==> src/rntp_pkg.sv <==
`timescale 1ns / 1ps
`default_nettype none
// ----------------------------------------------------------------------------
// rntp_pkg
// Shared constants and the digit decode for the radix number text parser.
// ----------------------------------------------------------------------------
package rntp_pkg;

  localparam int CHAR_W  = 8;
  localparam int BASE_W  = 6;
  localparam int VALUE_W = 64;
  localparam int COUNT_W = 16;
  localparam int CNT_W   = 17;
  localparam int DIGIT_W = 7;

  localparam logic [CNT_W-1:0]   COUNT_CAP  = 17'h1FFFF;
  localparam logic [CNT_W-1:0]   COUNT_MAX  = 17'h0FFFF;
  localparam logic [BASE_W-1:0]  BASE_RESET = 6'd10;
  localparam logic [BASE_W-1:0]  BASE_AUTO  = 6'd0;
  localparam logic [BASE_W-1:0]  BASE_MIN   = 6'd2;
  localparam logic [BASE_W-1:0]  BASE_MAX   = 6'd36;
  localparam logic [BASE_W-1:0]  BASE_OCT   = 6'd8;
  localparam logic [BASE_W-1:0]  BASE_DEC   = 6'd10;
  localparam logic [BASE_W-1:0]  BASE_HEX   = 6'd16;
  localparam logic [DIGIT_W-1:0] NO_DIGIT   = 7'd99;
  localparam logic [DIGIT_W-1:0] HEX_LIMIT  = 7'd16;
  localparam logic [DIGIT_W-1:0] LETTER_OFS = 7'd10;

  localparam logic [VALUE_W-1:0] LIMIT_POS = 64'h7FFF_FFFF_FFFF_FFFF;
  localparam logic [VALUE_W-1:0] LIMIT_NEG = 64'h8000_0000_0000_0000;

  localparam logic [CHAR_W-1:0] CH_SPACE = 8'h20;
  localparam logic [CHAR_W-1:0] CH_TAB   = 8'h09;
  localparam logic [CHAR_W-1:0] CH_MINUS = 8'h2D;
  localparam logic [CHAR_W-1:0] CH_PLUS  = 8'h2B;
  localparam logic [CHAR_W-1:0] CH_ZERO  = 8'h30;
  localparam logic [CHAR_W-1:0] CH_NINE  = 8'h39;
  localparam logic [CHAR_W-1:0] CH_X_LO  = 8'h78;
  localparam logic [CHAR_W-1:0] CH_X_UP  = 8'h58;
  localparam logic [CHAR_W-1:0] CH_A_LO  = 8'h61;
  localparam logic [CHAR_W-1:0] CH_Z_LO  = 8'h7A;
  localparam logic [CHAR_W-1:0] CH_A_UP  = 8'h41;
  localparam logic [CHAR_W-1:0] CH_Z_UP  = 8'h5A;

  function automatic logic [DIGIT_W-1:0] digit_of(input logic [CHAR_W-1:0] c);
    logic [DIGIT_W-1:0] d;
    d = NO_DIGIT;
    if (c >= CH_ZERO && c <= CH_NINE) begin
      d = DIGIT_W'(c - CH_ZERO);
    end else if (c >= CH_A_LO && c <= CH_Z_LO) begin
      d = DIGIT_W'(c - CH_A_LO) + LETTER_OFS;
    end else if (c >= CH_A_UP && c <= CH_Z_UP) begin
      d = DIGIT_W'(c - CH_A_UP) + LETTER_OFS;
    end
    return d;
  endfunction

endpackage
`default_nettype wire

==> src/radix_number_text_parser_unit.sv <==
`timescale 1ns / 1ps
`default_nettype none
// ----------------------------------------------------------------------------
// radix_number_text_parser_unit
// Streaming ASCII integer parser, one character per item, strtol style.
// ----------------------------------------------------------------------------
// One character item is accepted every cycle. It lands in an input register,
// and one pass of decode plus a 64 by 6 multiply-add updates the parse state.
// On the stopping character the same pass loads the result register, which
// drives out_tvalid, so the result is registered behind the input register.
// The input side stalls only while a result waits in the output register and
// the input register is full. A start flag on in_tuser restarts the parse and
// samples the base register; base 0 detects hex, octal or decimal from the
// prefix, base 16 skips 0x. The value wraps modulo 2^64, the count saturates
// at 65535 and the overflow flag is sticky for the string. Characters after
// the result are dropped until the next start.
// ----------------------------------------------------------------------------
module radix_number_text_parser_unit (
  input  wire logic        clk,
  input  wire logic        rst_n,
  input  wire logic        cfg_valid,
  output logic             cfg_ready,
  input  wire logic [5:0]  cfg_data,   // number_base
  input  wire logic        in_tvalid,
  output logic             in_tready,
  input  wire logic [7:0]  in_tdata,   // char_byte
  input  wire logic        in_tuser,   // first
  output logic             out_tvalid,
  input  wire logic        out_tready,
  output logic [79:0]      out_tdata,  // value [63:0], consumed_count [79:64]
  output logic             out_tuser   // overflow
);

  typedef enum logic [2:0] {
    PH_IDLE, PH_LEAD, PH_BODY, PH_ZERO, PH_ZEROX, PH_DIGITS, PH_DONE
  } phase_t;

  localparam int CW = rntp_pkg::CNT_W;
  localparam int VW = rntp_pkg::VALUE_W;
  localparam int BW = rntp_pkg::BASE_W;

  logic [BW-1:0]  number_base_r;
  logic           s1_vld_r;
  logic [7:0]     s1_char_r;
  logic           s1_first_r;
  phase_t         phase_r, phase_nxt;
  logic           neg_r, neg_nxt;
  logic [BW-1:0]  base_r, base_nxt;
  logic [VW-1:0]  acc_r, acc_nxt;
  logic [CW-1:0]  cnt_r, cnt_nxt;
  logic           ovf_r, ovf_nxt;
  logic           out_vld_r;
  logic [79:0]    out_data_r;
  logic           out_user_r;

  phase_t         ph_e;
  logic           neg_e;
  logic [BW-1:0]  base_e;
  logic [VW-1:0]  acc_e;
  logic [CW-1:0]  cnt_e;
  logic           ovf_e;
  logic           proc;
  logic [6:0]     digit;
  logic [CW-1:0]  cnt_bump;
  logic           go_body;
  logic           use_digit;
  logic [BW-1:0]  tbase;
  logic           digit_ok;
  logic [69:0]    prod;
  logic [70:0]    sum;
  logic [70:0]    limit;
  logic           emit;
  logic [CW-1:0]  emit_cnt;
  logic [VW-1:0]  res_value;
  logic [15:0]    res_count;

  assign proc      = s1_vld_r && (!out_vld_r || out_tready);
  assign in_tready = !s1_vld_r || proc;
  assign cfg_ready = 1'b1;

  // state seen by the current character: reset on a start flag, else the held state
  always_comb begin
    if (s1_first_r) begin
      ph_e   = PH_LEAD;
      neg_e  = 1'b0;
      base_e = number_base_r;
      acc_e  = '0;
      cnt_e  = '0;
      ovf_e  = 1'b0;
    end else begin
      ph_e   = phase_r;
      neg_e  = neg_r;
      base_e = base_r;
      acc_e  = acc_r;
      cnt_e  = cnt_r;
      ovf_e  = ovf_r;
    end
  end

  assign digit    = rntp_pkg::digit_of(s1_char_r);
  assign cnt_bump = (cnt_e < rntp_pkg::COUNT_CAP) ? cnt_e + 1'b1 : cnt_e;

  // radix for a digit: auto base resolves to octal after a leading zero, else decimal
  assign tbase = (base_e != rntp_pkg::BASE_AUTO) ? base_e :
                 (ph_e == PH_ZERO) ? rntp_pkg::BASE_OCT : rntp_pkg::BASE_DEC;

  always_comb begin
    phase_nxt = ph_e;
    neg_nxt   = neg_e;
    base_nxt  = base_e;
    acc_nxt   = acc_e;
    cnt_nxt   = cnt_e;
    ovf_nxt   = ovf_e;
    go_body   = 1'b0;
    use_digit = 1'b0;
    emit      = 1'b0;
    emit_cnt  = cnt_e;
    case (ph_e)
      PH_LEAD: begin
        if (s1_char_r == rntp_pkg::CH_SPACE || s1_char_r == rntp_pkg::CH_TAB) begin
          cnt_nxt = cnt_bump;
        end else if (s1_char_r == rntp_pkg::CH_MINUS || s1_char_r == rntp_pkg::CH_PLUS) begin
          neg_nxt   = (s1_char_r == rntp_pkg::CH_MINUS);
          cnt_nxt   = cnt_bump;
          phase_nxt = PH_BODY;
        end else begin
          go_body = 1'b1;
        end
      end
      PH_BODY: begin
        go_body = 1'b1;
      end
      PH_ZERO: begin
        if (s1_char_r == rntp_pkg::CH_X_LO || s1_char_r == rntp_pkg::CH_X_UP) begin
          cnt_nxt   = cnt_bump;
          base_nxt  = rntp_pkg::BASE_HEX;
          phase_nxt = PH_ZEROX;
        end else begin
          base_nxt  = tbase;
          use_digit = 1'b1;
        end
      end
      PH_ZEROX: begin
        if (digit < rntp_pkg::HEX_LIMIT) begin
          use_digit = 1'b1;
        end else begin
          emit     = 1'b1;
          emit_cnt = cnt_e - 1'b1;
        end
      end
      PH_DIGITS: begin
        use_digit = 1'b1;
      end
      default: begin
      end
    endcase

    if (go_body) begin
      if ((base_e == rntp_pkg::BASE_AUTO || base_e == rntp_pkg::BASE_HEX)
          && s1_char_r == rntp_pkg::CH_ZERO) begin
        cnt_nxt   = cnt_bump;
        phase_nxt = PH_ZERO;
      end else begin
        base_nxt  = tbase;
        use_digit = 1'b1;
        emit_cnt  = '0;
      end
    end

    if (use_digit) begin
      if (digit_ok) begin
        acc_nxt   = sum[VW-1:0];
        ovf_nxt   = ovf_e || (sum > limit);
        cnt_nxt   = cnt_bump;
        phase_nxt = PH_DIGITS;
      end else begin
        emit = 1'b1;
      end
    end

    if (emit) begin
      phase_nxt = PH_DONE;
    end
  end

  assign digit_ok = (tbase >= rntp_pkg::BASE_MIN) && (tbase <= rntp_pkg::BASE_MAX)
                    && (digit < {1'b0, tbase});
  assign prod  = 70'(acc_e) * 70'(tbase);
  assign sum   = 71'(prod) + 71'(digit);
  assign limit = neg_e ? 71'(rntp_pkg::LIMIT_NEG) : 71'(rntp_pkg::LIMIT_POS);

  assign res_value = neg_e ? (~acc_e + 1'b1) : acc_e;
  assign res_count = (emit_cnt > rntp_pkg::COUNT_MAX) ? 16'hFFFF : emit_cnt[15:0];

  always_ff @(posedge clk) begin
    if (!rst_n) begin
      number_base_r <= rntp_pkg::BASE_RESET;
      s1_vld_r      <= 1'b0;
      s1_first_r    <= 1'b0;
      phase_r       <= PH_IDLE;
      neg_r         <= 1'b0;
      base_r        <= '0;
      acc_r         <= '0;
      cnt_r         <= '0;
      ovf_r         <= 1'b0;
      out_vld_r     <= 1'b0;
    end else begin
      if (cfg_valid && cfg_ready) begin
        number_base_r <= cfg_data;
      end
      if (in_tvalid && in_tready) begin
        s1_vld_r   <= 1'b1;
        s1_char_r  <= in_tdata;
        s1_first_r <= in_tuser;
      end else if (proc) begin
        s1_vld_r <= 1'b0;
      end
      if (proc && emit) begin
        out_vld_r <= 1'b1;
      end else if (out_tready) begin
        out_vld_r <= 1'b0;
      end
      if (proc) begin
        phase_r <= phase_nxt;
        neg_r   <= neg_nxt;
        base_r  <= base_nxt;
        acc_r   <= acc_nxt;
        cnt_r   <= cnt_nxt;
        ovf_r   <= ovf_nxt;
        if (emit) begin
          out_data_r <= {res_count, res_value};
          out_user_r <= ovf_e;
        end
      end
    end
  end

  assign out_tvalid = out_vld_r;
  assign out_tdata  = out_data_r;
  assign out_tuser  = out_user_r;

`ifndef SYNTH
  a_ready_when_empty: assert property (@(posedge clk) disable iff (!rst_n)
    !s1_vld_r |-> in_tready)
    else $error("input stalled with empty input register");

  a_done_after_emit: assert property (@(posedge clk) disable iff (!rst_n)
    (proc && emit) |=> (phase_r == PH_DONE) && out_vld_r)
    else $error("result not loaded or parse not finished");

  a_rose_from_proc: assert property (@(posedge clk) disable iff (!rst_n)
    $rose(out_vld_r) |-> $past(proc && emit))
    else $error("result appeared without a stopping character");

  a_no_return_idle: assert property (@(posedge clk) disable iff (!rst_n)
    (phase_r != PH_IDLE) |=> (phase_r != PH_IDLE))
    else $error("parser fell back to idle");

  a_state_held: assert property (@(posedge clk) disable iff (!rst_n)
    !proc |=> $stable(acc_r) && $stable(cnt_r) && $stable(phase_r))
    else $error("parse state moved without an item");
`endif

endmodule
`default_nettype wire

==> config.mk <==
export PLATFORM = sky130hd
export DESIGN_NAME = radix_number_text_parser_unit
export DESIGN_NICKNAME = d
export VERILOG_FILES = /design/src/rntp_pkg.sv /design/src/radix_number_text_parser_unit.sv
export SDC_FILE = /design/constraint.sdc
export NUM_CORES = 2
export LEC_CHECK = 0
export ABC_CLOCK_PERIOD_IN_PS = 18750
export BUFFER_PORTS_ARGS = -buffer_cell sky130_fd_sc_hd__buf_2
export CORE_MARGIN = 2
export CORE_UTILIZATION = 30
export CTS_BUF_LIST = sky130_fd_sc_hd__clkbuf_8
export CTS_CLUSTER_DIAMETER = 120
export CTS_CLUSTER_SIZE = 8
export DETAILED_ROUTE_END_ITERATION = 7
export PLACE_DENSITY = 0.42
export SLEW_MARGIN = 25
export SYNTH_ARGS = -nofsm -noshare
export SYNTH_HDL_FRONTEND = slang
export SYNTH_SLANG_ARGS = --single-unit
==> constraint.sdc <==
create_clock -name clk -period 18.75 [get_ports clk]
set_input_delay 1.875 -clock clk [delete_from_list [all_inputs] [get_ports clk]]
set_output_delay 1.875 -clock clk [all_outputs]
set_load 0.01 [all_outputs]
Word-level counts from Yosys, hierarchy flattened
Cells that the tools add are included.
{"block": "word_totals", "regBits": 190, "inputBits": 20, "out_inout_bits": 84}
{"block": "op_classes", "add_sub_neg": 9, "n_mul": 1, "n_lt_le_gt_ge": 13, "eq_ne": 13, "muxes": 62, "bitwise_logic": 1, "n_reduce_logical": 24}
{"op": "64-bit 2-to-1 mux", "n": 5}
{"op": "17-bit 2-to-1 mux", "n": 13}
{"op": "70-bit by 7-bit adder with 71-bit output", "n": 1}
{"op": "71-bit greater-than comparator", "n": 1}
{"op": "64-bit by 6-bit multiplier with 70-bit output", "n": 1}
{"op": "64-bit by 1-bit adder with 64-bit output (second input constant)", "n": 1}
{"op": "64-bit NOT", "n": 1}
{"op": "6-bit 2-to-1 mux", "n": 6}
{"op": "17-bit one-hot mux with 2 select lines", "n": 1}
{"op": "8-bit by 6-bit == test with 1-bit output (second input constant)", "n": 4}
{"op": "3-bit 2-to-1 mux", "n": 9}
{"op": "1-bit 2-to-1 mux", "n": 21}
{"op": "7-bit 2-to-1 mux", "n": 3}
{"op": "17-bit by 1-bit adder with 17-bit output (second input constant)", "n": 1}
{"op": "17-bit by 16-bit greater-than comparator with 1-bit output (second input constant)", "n": 1}
{"op": "17-bit < comparator (second input constant)", "n": 1}
{"op": "17-bit by 1-bit subtractor with 17-bit output (second input constant)", "n": 1}
{"op": "8-bit by 7-bit == test with 1-bit output (second input constant)", "n": 2}
{"op": "8-bit by 7-bit >= comparator with 1-bit output (second input constant)", "n": 2}
{"op": "8-bit by 7-bit less-or-equal comparator with 1-bit output (second input constant)", "n": 2}
{"op": "7-bit by 4-bit adder with 7-bit output (second input constant)", "n": 2}
{"op": "7-bit subtractor (second input constant)", "n": 2}
{"op": "1-bit logical AND", "n": 9}
{"op": "8-bit by 4-bit == test with 1-bit output (second input constant)", "n": 1}
{"op": "other kinds (22)", "n": 32}

Depth between registers and ports, before layout
{"block": "logic_depth", "ltp_word": 13, "ltp_mapped": 38, "mapped_depth_nobuf": 35}

Least setup slack after synthesis
OpenSTA, ideal clock, no wires.
{"block": "synth_path", "kind": "register to register", "startpoint": "reg s1_first_r", "endpoint": "reg ovf_r", "arrival_time_ns": 8.125, "path_slack_ns": 10.484, "stages_incl_launch_ff": 37, "n_path_buf": 7, "path_cell_list": "dfxtp_1 buf_1 clkbuf_1 clkbuf_1 buf_2 buf_2 buf_1 nor2_1 clkbuf_1 nand2_1 fa_1 fa_1 inv_1 fa_1 inv_1 fa_1 inv_1 ha_1 nand2_1 a211oi_1 o311ai_1 a2111oi_2 a211oi_2 o41ai_4 a31oi_1 xnor2_1 ha_1 a21o_1 a21o_1 a21oi_1 o211ai_1 a21o_1 a31oi_1 o2111ai_1 nand2_1 nor4b_2 a41oi_1"}
{"block": "synth_via", "elab_chain_len": 10}
{"element": "start: declaration", "line": "radix_number_text_parser_unit.sv:45", "text": "logic s1_first_r;"}
{"element": "start signal: assignment", "line": "radix_number_text_parser_unit.sv:214", "text": "s1_first_r <= in_tuser;"}
{"element": "3-bit 2-to-1 mux", "line": "radix_number_text_parser_unit.sv:83", "text": "if (s1_first_r) begin"}
{"element": "3-bit by 2-bit == test with 1-bit output", "line": "radix_number_text_parser_unit.sv:105, radix_number_text_parser_unit.sv:118"}
{"element": "2-bit 2-to-1 mux", "line": "radix_number_text_parser_unit.sv:105", "text": "(ph_e == PH_ZERO) ? rntp_pkg::BASE_OCT : rntp_pkg::BASE_DEC;"}
{"element": "6-bit 2-to-1 mux", "line": "radix_number_text_parser_unit.sv:104", "text": "assign tbase = (base_e != rntp_pkg::BASE_AUTO) ? base_e :"}
{"element": "64-bit by 6-bit multiplier with 70-bit output", "line": "radix_number_text_parser_unit.sv:188", "text": "assign prod = 70'(acc_e) * 70'(tbase);"}
{"element": "70-bit by 7-bit adder with 71-bit output", "line": "radix_number_text_parser_unit.sv:189", "text": "assign sum = 71'(prod) + 71'(digit);"}
{"element": "71-bit greater-than comparator", "line": "radix_number_text_parser_unit.sv:173", "text": "ovf_nxt = ovf_e || (sum > limit);"}
{"element": "1-bit logical OR", "line": "radix_number_text_parser_unit.sv:173"}
{"element": "1-bit 2-to-1 mux", "line": "radix_number_text_parser_unit.sv:171", "text": "if (digit_ok) begin"}
{"element": "1-bit 2-to-1 mux *", "line": "radix_number_text_parser_unit.sv:170", "text": "if (use_digit) begin"}
{"element": "end signal: assignment", "line": "radix_number_text_parser_unit.sv:229", "text": "ovf_r <= ovf_nxt;"}
{"element": "end: declaration", "line": "radix_number_text_parser_unit.sv:51", "text": "logic ovf_r, ovf_nxt;"}
Every way passes the cells marked *; elsewhere a longest branch is shown, timed or not.
A chain may end at the register's enable or synchronous reset.

Final worst setup path
Ends and elaborated chain as after synthesis.

==> impl_metrics.json <==
{
  "area_growth_pct": 7.07,
  "ys.flop_type": "dfxtp_1",
  "fin_nets": 3275,
  "setup_viol": 0,
  "globalRoute.totalOverflow": 0,
  "power.density_nw_per_um2": 32.9,
  "worstSetupPathType": "flop to flop",
  "crit_end": "ovf_r",
  "synth_cell_types": 94,
  "crit_cells": 31,
  "ys_ff_latch": 190,
  "core_um2": 82100,
  "synth_seq_area_share": 0.189,
  "root_buffer": "clkbuf_8",
  "die_h_um": 292,
  "worstReg2RegStart": "s1_first_r",
  "min_path_cells": 2,
  "cp_slowest_cell": "dfxtp_4",
  "r2r_cells": 31,
  "hold_buffers": 0,
  "viasPerCell": 5.36,
  "grt_antenna_before_repair": 4,
  "ys_async_sr_fraction": 0,
  "worst_pin_slew_ns": 1.03,
  "ys_warn_count": 0,
  "yosys-top-cells-area": "fa_1 (20%), ha_1 (12%), edfxtp_1 (11%)",
  "synth-edff-count": 89,
  "drtPass1Iterations": 7,
  "cts_tree": "built",
  "layoutNonFillerInstCount": 3857,
  "report.final.slew_viol_count": 0,
  "path_common_cell": "a21oi_1",
  "finalCritPeriodShare": 0.536,
  "synth_top_cell_by_area": "fa_1",
  "cts_resized": 0,
  "synth_nets": 3336,
  "rows": 105,
  "hold_viol_final": 0,
  "synth_top_area_share": 0.204,
  "grt_max_degree": 91,
  "placedCellCount": 3823,
  "start_util": 0.303,
  "critPathArrivalTime_ns": 10.56,
  "ctsHtreeMaxLevel": 4,
  "final_core_util": 0.324,
  "clkLatencyLatePin_ns": 0.62,
  "syn_area_um2": 24900,
  "drive_gt1_frac": 0.0779,
  "cp_max_fo": 64,
  "numPortBuffers": 102,
  "vias": 20700,
  "syn_inst": 2834,
  "endpoint_kind": "flop",
  "rsz0062_at_grt": "no",
  "first_iter_violations": 1525,
  "io_pins": 104,
  "clk_pin_slew_ns": 0.15,
  "r2r_end": "ovf_r",
  "path_buf_inv": 2,
  "drc": 0,
  "crit_family": "compound AO/OA/AOI/OAI gates",
  "post_cts_buffers": 0,
  "dieArea_um2": 85200,
  "period_needed_ns": 10.06,
  "cpPeakStageDelay_ns": 0.78,
  "grt_pass1_vias": 21700,
  "ir_drop_mv": 0.0304,
  "grt_pass1_wl_um": 131000,
  "finClkSkew_ns": 0.0405,
  "r2r_setup_slack_ns": 8.69,
  "clock.fmax_mhz": 99.4,
  "die_w_um": 292,
  "clockBufferDepth": 2,
  "worstPathRequired_ns": 19.25,
  "status": "finished, final reports clean",
  "leakage_nw": 12.9,
  "crit_start": "s1_first_r",
  "antenna_left": 0,
  "clkSinkCount": 190,
  "totalPowerFinal_mw": 0.875,
  "track_usage": 0.199,
  "critPathLaunchType": "flop",
  "hold_class": "flop to flop",
  "setup_tns_ns": 0,
  "wirelength_um": 83500,
  "place_congestion": 0.866,
  "max_cap_viol_count": 0,
  "fin_hold_ws_ns": 0.497,
  "postSynthAreaPerCell_um2": 8.77,
  "slew_headroom": 0.303,
  "cts_made_buffers": 17,
  "wire_per_inst_um": 21.7,
  "hpwl_um": 62000
}
-- layout make-up --
type	instances	area [um^2]
Inverter	167	627
Multi-Input combinational cell	2266	18800
Tap cell	1070	1340
Clock inverter	15	173
Fill cell	8570	55500
Sequential cell	190	4700
Antenna cell	1	2.50
Timing Repair Buffer	131	748
Clock buffer	17	234
-- layout by cell type, fill, tap and decap left out, drive strengths merged, types with 17 or more instances in the layout --
| master | n |
|---|---|
| a21boi | 28 |
| a21o | 65 |
| a21oi | 167 |
| a22o | 50 |
| a31oi | 25 |
| and2 | 204 |
| and3 | 106 |
| buf | 131 |
| clkbuf | 17 |
| dfxtp | 101 |
| edfxtp | 89 |
| fa | 253 |
| ha | 229 |
| inv | 173 |
| nand2 | 238 |
| nand3 | 45 |
| nand4 | 47 |
| nor2 | 175 |
| nor2b | 47 |
| nor3 | 45 |
| nor4 | 26 |
| o21a | 21 |
| o21ai | 120 |
| o21bai | 27 |
| o31ai | 27 |
| or3 | 17 |
| xnor2 | 51 |
| xor2 | 76 |
-- layer usage --
metal  global-route usage  share of wire  vias up
li1                     -              -     9727
met4               0.0461          0.018        0
met2                0.315           0.45      495
met3               0.0353          0.049       79
met5                    0              0        -
met1                0.281           0.48    10400
-- worst min-delay path: stages (launching register included) --
cell and delay (ns):
dfxtp_1 0.35, nand2_1 0.05, a21boi_0 0.06
-- worst min-delay path by stage --
stage | slack, ns | endpoint | from
2_1_floorplan | 0.45 | base_r[1] | base_r[1]
3_3_place_gp | 0.48 | base_r[1] | base_r[1]
3_5_place_dp | 0.48 | base_r[1] | base_r[1]
4_1_cts | 0.50 | base_r[1] | base_r[1]
5_1_grt | 0.52 | base_r[1] | base_r[1]
6_report | 0.50 | base_r[1] | base_r[1]
-- cells in the mapped netlist, types with 5 or more instances --
master	instances
and2_1	204
dfxtp_1	101
a22o_1	50
o21bai_1	27
fa_1	253
nor2b_1	47
nor3_1	44
o211ai_1	15
clkbuf_1	174
o21ai_1	14
nor2_1	175
nand2b_1	13
o41ai_1	9
mux2_2	5
o21ai_0	105
o2111ai_1	7
mux2i_1	11
a21o_1	65
a211oi_1	7
buf_1	17
edfxtp_1	89
a21boi_0	13
a21boi_1	14
inv_1	165
ha_1	229
or3_1	17
o22ai_1	5
a41oi_1	5
xnor2_1	51
nand2_1	237
or2_2	10
or4_1	5
and3_1	106
a31oi_1	25
xor2_1	76
nand4_1	47
a21oi_1	165
o311ai_1	9
buf_2	16
nor4_1	26
nand3_1	45
o31ai_1	26
o21a_1	21
and4_1	6
-- where the power goes --
part           internal (mW)  switching (mW)  total [mW]
registers              0.439         0.00912       0.448
clock network          0.101           0.199       0.300
logic                 0.0330          0.0948       0.128
-- metrics by stage --
step	cell area (um^2)	worst slack, ns
3_5_place_dp	26200	8.82
2_1_floorplan	24900	10.48
4_1_cts	26600	8.80
6_report	26600	8.69
5_1_grt	26600	8.24
3_3_place_gp	26200	9.09
-- logic make-up after synthesis --
logic type / Yosys count / share of synthesized area
and+or+nand+nor: 1008 / 0.211
other: 1 / 0.000151
buffers and inverters: 378 / 0.0584
muxes: 18 / 0.00760
adders and majority gates: 482 / 0.319
AOI/OAI and AO/OA: 630 / 0.170
DFF: 190 / 0.189
xor gates and xnor gates: 127 / 0.0447
-- sequential cells by signal, summed over array words and instances, names as in the netlist --
| name | cells |
|---|---|
| out_tdata | 80 |
| acc_r | 64 |
| cnt_r | 17 |
| s1_char_r | 8 |
| base_r | 6 |
| number_base_r | 6 |
| phase_r | 3 |
| neg_r | 1 |
| out_tuser | 1 |
| out_tvalid | 1 |
| ovf_r | 1 |
| s1_first_r | 1 |
| s1_vld_r | 1 |
Power figures use the tool's default switching activity.
